==> config.mk <==
export PLATFORM = sky130hd
export DESIGN_NAME = e2q_sqrt_cell
export DESIGN_NICKNAME = d
export VERILOG_FILES = /design/src/rtl/e2q_pkg.sv /design/src/rtl/e2q_sqrt_cell.sv
export SDC_FILE = /design/constraint.sdc
export NUM_CORES = 1
export LEC_CHECK = 0
export BUFFER_PORTS_ARGS = -buffer_cell sky130_fd_sc_hd__buf_2
export CORE_AREA = 2 2 203 205
export DETAILED_ROUTE_END_ITERATION = 10
export DIE_AREA = 0 0 205 207
export MAX_ROUTING_LAYER = met4
export PLACE_DENSITY = 0.6
export SLEW_MARGIN = 20
export SYNTH_ARGS = -nofsm -noshare
export SYNTH_HDL_FRONTEND = slang
export SYNTH_SLANG_ARGS = --single-unit
==> constraint.sdc <==
create_clock -name clk -period 0.8 [get_ports clk]
set_input_delay 0.16 -clock clk [delete_from_list [all_inputs] [get_ports clk]]
set_output_delay 0.16 -clock clk [all_outputs]
set_load 0.02 [all_outputs]
==> src/rtl/e2q_pkg.sv <==
// ----------------------------------------------------------------------------
// e2q_pkg: shared types, constants and arithmetic for euler_to_quaternion
// Fixed-point formats, payload structs and per-stage data carried by the cells.
// ----------------------------------------------------------------------------
package e2q_pkg;

	localparam int ANGLE_W      = 16;
	localparam int QUAT_W       = 16;
	localparam int FRAC_W       = 30;
	localparam int TAYLOR_TERMS = 8;
	localparam int SQRT_STEPS   = 32;
	localparam int QUO_W        = QUAT_W - 1;
	localparam int ANGLE_SHIFT  = 32 - ANGLE_W;

	localparam logic signed [33:0] FX_PI      = 34'sd3373259426;
	localparam logic signed [33:0] FX_HALF_PI = 34'sd1686629713;
	localparam logic [31:0]        FX_ONE     = 32'h4000_0000;
	localparam logic signed [65:0] TRUNC_BIAS = (66'sd1 <<< FRAC_W) - 66'sd1;

	typedef logic signed [ANGLE_W-1:0] angle_t;
	typedef logic signed [QUAT_W-1:0]  qcomp_t;
	typedef logic signed [32:0]        fx_t;

	typedef struct packed {
		angle_t roll_angle;
		angle_t pitch_angle;
		angle_t yaw_angle;
	} angles_t;

	typedef struct packed {
		qcomp_t quat_w;
		qcomp_t quat_x;
		qcomp_t quat_y;
		qcomp_t quat_z;
	} quat_t;

	// reduced half angle, 0 .. pi/2 in Q.30, with the sign fixups to apply later
	typedef struct packed {
		logic [30:0] x;
		logic        neg;
		logic        flip;
	} red_t;

	// data moving along the series cells: lanes 0..2 are roll, pitch, yaw
	typedef struct packed {
		red_t [2:0]       ang;
		logic [2:0][31:0] x2;
		logic [2:0][31:0] ts;
		logic [2:0][31:0] tc;
	} trig_t;

	typedef struct packed {
		logic [63:0] v;
		logic [63:0] res;
		fx_t [3:0]   comp;
	} root_t;

	typedef struct packed {
		logic [3:0][63:0]      rem;
		logic [3:0][QUO_W-1:0] quo;
		logic [31:0]           norm;
		logic [3:0]            sgn;
	} quot_t;

	function automatic int sin_div(input int k);
		return (2 * k) * (2 * k + 1);
	endfunction

	function automatic int cos_div(input int k);
		return (2 * k - 1) * (2 * k);
	endfunction

	// Q.30 product, truncated toward zero
	function automatic fx_t fx_mul(input fx_t a, input fx_t b);
		logic signed [65:0] p;
		logic signed [65:0] pb;
		p  = a * b;
		pb = p + (p[65] ? TRUNC_BIAS : 66'sd0);
		return pb[62:30];
	endfunction

	// half angle into 0 .. pi/2
	function automatic red_t reduce_half(input angle_t ang);
		logic signed [33:0] h;
		red_t r;
		h      = 34'(ang) <<< ANGLE_SHIFT;
		r.flip = 1'b0;
		if (h > FX_HALF_PI) begin
			h      = h - FX_PI;
			r.flip = 1'b1;
		end else if (h < -FX_HALF_PI) begin
			h      = h + FX_PI;
			r.flip = 1'b1;
		end
		r.neg = h[33];
		if (h[33]) begin
			h = -h;
		end
		r.x = h[30:0];
		return r;
	endfunction

endpackage

==> src/rtl/e2q_sqrt_cell.sv <==
// ----------------------------------------------------------------------------
// e2q_sqrt_cell: one digit of the integer square root of the sum of squares
// Trial subtract of res + bit, one result bit per cell.
// ----------------------------------------------------------------------------
module e2q_sqrt_cell #(
	parameter int STEP = 0
) (
	input  logic           clk,
	input  logic           arst_n,
	input  logic           en,
	input  logic           in_vld,
	input  e2q_pkg::root_t in_d,
	output logic           out_vld,
	output e2q_pkg::root_t out_d
);
	import e2q_pkg::*;

	localparam logic [63:0] STEP_BIT = 64'd1 << (62 - 2 * STEP);

	logic vld_s1;
	root_t d_s1, nxt;
	logic [63:0] trial;

	always_comb begin
		nxt   = in_d;
		trial = in_d.res + STEP_BIT;
		if (in_d.v >= trial) begin
			nxt.v   = in_d.v - trial;
			nxt.res = (in_d.res >> 1) + STEP_BIT;
		end else begin
			nxt.res = in_d.res >> 1;
		end
	end

	always_ff @(posedge clk or negedge arst_n) begin
		if (!arst_n) begin
			vld_s1 <= 1'b0;
		end else if (en) begin
			vld_s1 <= in_vld;
		end
	end

	always_ff @(posedge clk) begin
		if (en) begin
			d_s1 <= nxt;
		end
	end

	assign out_vld = vld_s1;
	assign out_d   = d_s1;

endmodule

Yosys cells after proc, flatten, opt, wreduce, memory -nomap -nowiden
Index checks and enable logic that the tools add are counted.

Register bits after elaboration: 261. Latch bits: 0. Memory bits (writable): 0. ROM bits: 0. Output and inout port bits: 261. Word-level logic and storage cells: 14. Memories kept: 0.

$add $sub $neg: 3. Multiply operators: 0. Div/mod/pow operators: 0. $lt $le $gt $ge: 1. Equality and inequality tests: 0. Shifts and indexed selects: 0. Mux-type cells: 2. Bitwise operators: 0. Reduce and logical (&&, ||, !) cells: 0.

Operator list (count): $add A63 B63 Y64 const B (1); $add A64 B63 Y64 const B (1); $ge A64 B64 Y1 (1); $mux W64 (1); $sub A64 B64 Y64 (1); $mux W63 (1).

Logic depth before layout (Yosys ltp)
Word-level depth: 3. Gate-level depth with buffers: 15.

Worst setup path after synthesis
Ideal clock, no wire load.

Kind: input to register. From: in in_d[196] in the netlist's numbering. To: reg d_s1 (netlist bit out_d[249]), data pin. Arrival: 2.726 ns. Required time: 0.538 ns. Setup slack: -2.188 ns. Cell stages on the path: 13. Path buffers: 2. Cell sequence: inv_1 > ha_1 > fa_1 > nand2b_1 > a21oi_1 > o21ai_1 > o21ba_1 > a31oi_4 > o211ai_1 > a31oi_1 > buf_4 > buf_4 > mux2_1.

RTL lines: start: declaration (line e2q_sqrt_cell.sv:12) `input e2q_pkg::root_t in_d,`; end signal: assignment (line e2q_sqrt_cell.sv:45) `d_s1 <= nxt;`; end: declaration (line e2q_sqrt_cell.sv:21) `root_t d_s1, nxt;`.

==> flow_summary_export.csv <==
group,metric,value,unit
setup_path,ff2ff_path_depth,1,
floorplan,row_count,74,
clock_network,cts.path.max_buffers,3,
clock_network,hold_buffers,249,
synth,syn_area,13100,sq um
detailed_routing,post_drt_wl_per_cell,21.1,um
timing,tightest_slew,0.546,ns
status,status,"finished with violations",
global_routing,grt.total_usage,25.6,%
layout,syn_to_final_growth,95.5,%
timing,fin_crit_sh,301,%
setup_path,worst_setup_path_end_kind,"register",
detailed_routing,antenna_left,0,
placed_design,hpwl,40100,um
timing,setup_viol,327,
global_routing,grt_max_degree,53,
power_and_ir_drop,p_total,0.0476,W
placed_design,port_buffers,524,
clock_network,htreeDepth,1,
placed_design,gp_congestion,0.925,
min_path,worstHoldPathType,"in -> reg",
floorplan,start_util,32.4,%
detailed_routing,drt-initial-drc-count,735,
setup_path,cp-endpoint,"out_d[258]",
timing,period_needed,2.41,ns
detailed_routing,drc,0,
setup_path,worstPathMaxFanout,7,
setup_path,crit_type,"in -> reg",
setup_path,r2r_slack,0.02,ns
layout,final_util,63.3,%
layout,final_nets,2526,
setup_path,critPathLaunchType,"primary input",
timing,skew,0,ns
synth,synth.distinct_cells,68,
synth,ys_seq_elements,261,
synth,syn-num-nets,1382,
timing,finalSetupTns,-227.59,ns
global_routing,grt_pass1_vias,13822,
timing,rsz0062_at_grt,"yes",
timing,worst_hold_slack,-0.0310,ns
flow_run,drv_cap,0,
floorplan,design.die.area,42400,sq um
synth,synth-seq-area-share,59.9,%
floorplan,coreArea,40400,sq um
setup_path,rr_startpoint,"out_vld",
power_and_ir_drop,powerDensity,1860,nW/um^2
setup_path,crit_start,"in_d[154]",
timing,max_slew_margin,63.5,%
setup_path,crit_required,1.15,ns
detailed_routing,drtPass1Iterations,5,
layout,drive_gt1_share,52.7,%
synth,synth_flop_cell,"edfxtp_1",
floorplan,io-pin-count,525,
setup_path,r2r_end,"out_vld",
synth,yosys_warnings,0,
detailed_routing,viasPerCell,4.81,
timing,timing.fmax,0.415,GHz
timing,finalHoldViolations,4,
clock_network,clk_latency,0.59,ns
global_routing,grt_overflow_total,0,
power_and_ir_drop,leakagePower,11.3,nW
timing,finalMaxSlewViolations,0,
clock_network,cts_root_buffer,"clkbuf_16",
timing,setup_ws,-1.61,ns
detailed_routing,postRouteWirelength,58300,um
clock_network,clk_pin_slew,0.07,ns
clock_network,cts_tree,"done",
floorplan,die_h,207,um
synth,synth_area_per_cell,12.4,sq um
synth,synth_cells,1053,
clock_network,cts_sinks,261,
global_routing,grt_pass1_wl,80500,um
power_and_ir_drop,ir_drop,1.58,mV
synth,synth_edf_count,260,
clock_network,cts_inserted_buffers,31,
setup_path,crit_arrival,2.76,ns
synth,synthArstFlopShare,0.383,%
floorplan,fp.dieW,205,um
detailed_routing,via_count,13301,
global_routing,antenna_found_initial,14,
layout,nFillCells,3108,
status,violations,"hold timing, setup timing",
==> logic make-up after synthesis <==
family	after synthesis	share of synthesized area, %
AOI/OAI and AO/OA	272	13.3
DFF	261	59.9
and+or+nand+nor	223	8.31
buffers and inverters	123	3.88
adders and majority gates	65	6.28
xor gates and xnor gates	56	3.75
muxes	53	4.55
==> synth_stat cells, drive strengths merged (21+ instances only) <==
cell | count | area, sq um
a21o | 41 | 308
a21oi | 101 | 505
clkbuf | 25 | 93.8
edfxtp | 260 | 7810
ha | 64 | 801
inv | 87 | 327
mux2 | 52 | 586
nand2 | 69 | 259
nand4 | 21 | 131
nor2 | 61 | 231
o21ai | 51 | 255
xnor2 | 39 | 342
==> registers in the layout (all words and copies together) (netlist names) <==
register	cells
out_d	260
out_vld	1
==> worst max-delay path, stage by stage <==
cell	delay, ns
buf_6	0.10
inv_4	0.05
ha_4	0.21
buf_6	0.13
and2_4	0.14
a221oi_4	0.30
nor2b_4	0.21
a31o_1	0.17
a31oi_4	0.06
o211ai_1	0.26
a31oi_4	0.14
buf_6	0.16
buf_12	0.14
buf_6	0.12
nand4_1	0.07
or3b_1	0.34
==> per-stage QoR <==
stage / setup slack, ns / area (sq um) / cells
detailed placement: -2.47 / 19100 / 2406
global route: -1.68 / 25600 / 2766
floorplan: -1.97 / 13300 / 1053
global placement: -2.43 / 19100 / 2406
finish: -1.61 / 25600 / 2766
CTS: -1.56 / 24200 / 2733
==> report_power, final <==
| group | switching [W] | internal (W) |
|---|---|---|
| combinational | 0.00752 | 0.00851 |
| sequential | 0.000683 | 0.0167 |
| clock | 0.00607 | 0.00811 |
==> final cells by class <==
type	count	area, sq um	share of cell area (%)
antenna	13	32.5	0.127
clock buffer	36	795	3.11
sequential	261	7830	30.6
timing repair buffer	1147	9750	38.1
clock inverter	21	209	0.817
multi-input combinational	669	5930	23.2
inverter	87	352	1.38
tap	532	666	2.60
==> layout by cell type, fill, tap and decap left out, drive strengths merged, types with 4 or more instances in the layout <==
| cell type | n |
|---|---|
| xor2 | 17 |
| nand3 | 10 |
| and2 | 4 |
| buf | 894 |
| inv | 88 |
| nor2 | 61 |
| and3 | 4 |
| a21o | 41 |
| nor3 | 17 |
| a21oi | 101 |
| nand2b | 6 |
| nor2b | 7 |
| and4 | 6 |
| nand2 | 69 |
| a31o | 4 |
| edfxtp | 260 |
| clkinvlp | 4 |
| a21boi | 6 |
| o2111ai | 5 |
| diode | 13 |
| o21ai | 51 |
| xnor2 | 39 |
| o21a | 4 |
| clkbuf | 40 |
| ha | 64 |
| nand4 | 21 |
| o21bai | 17 |
| mux2 | 52 |
| o211ai | 8 |
| a221oi | 4 |
| a31oi | 6 |
| clkinv | 13 |
| a211oi | 6 |
| dlygate4sd3 | 249 |
==> how the worst min path moves through the flow <==
stage,slack (ns),to,cells past startpoint,startpoint
finish,-0.03,out_d[246],3,in_d[246]
detailed placement,-0.06,out_vld,1,arst_n
global placement,-0.06,out_vld,1,arst_n
floorplan,-0.14,out_vld,0,arst_n
global route,-0.05,out_d[246],3,in_d[246]
CTS,-0.06,out_d[246],3,in_d[246]
==> timing repair <==
action | 4_1_cts | 5_1_grt
cloned | 2 | 5
endpoints found under the hold margin | 256 | 4
gates resized for setup | 393 | 311
pin swaps | 41 | 53
setup endpoints to repair | 327 | 328
buffers inserted | 23 | 20
==> metal layers <==
| layer | GRT usage [%] | part of all wire, % | vias up |
|---|---|---|---|
| li1 | - | - | 6243 |
| met1 | 29.2 | 39 | 6489 |
| met2 | 44.7 | 52 | 448 |
| met3 | 4.67 | 5.5 | 121 |
| met4 | 8.96 | 3.9 | 0 |
| met5 | - | 0 | - |
Note: power is estimated with default switching activity, not from simulation.
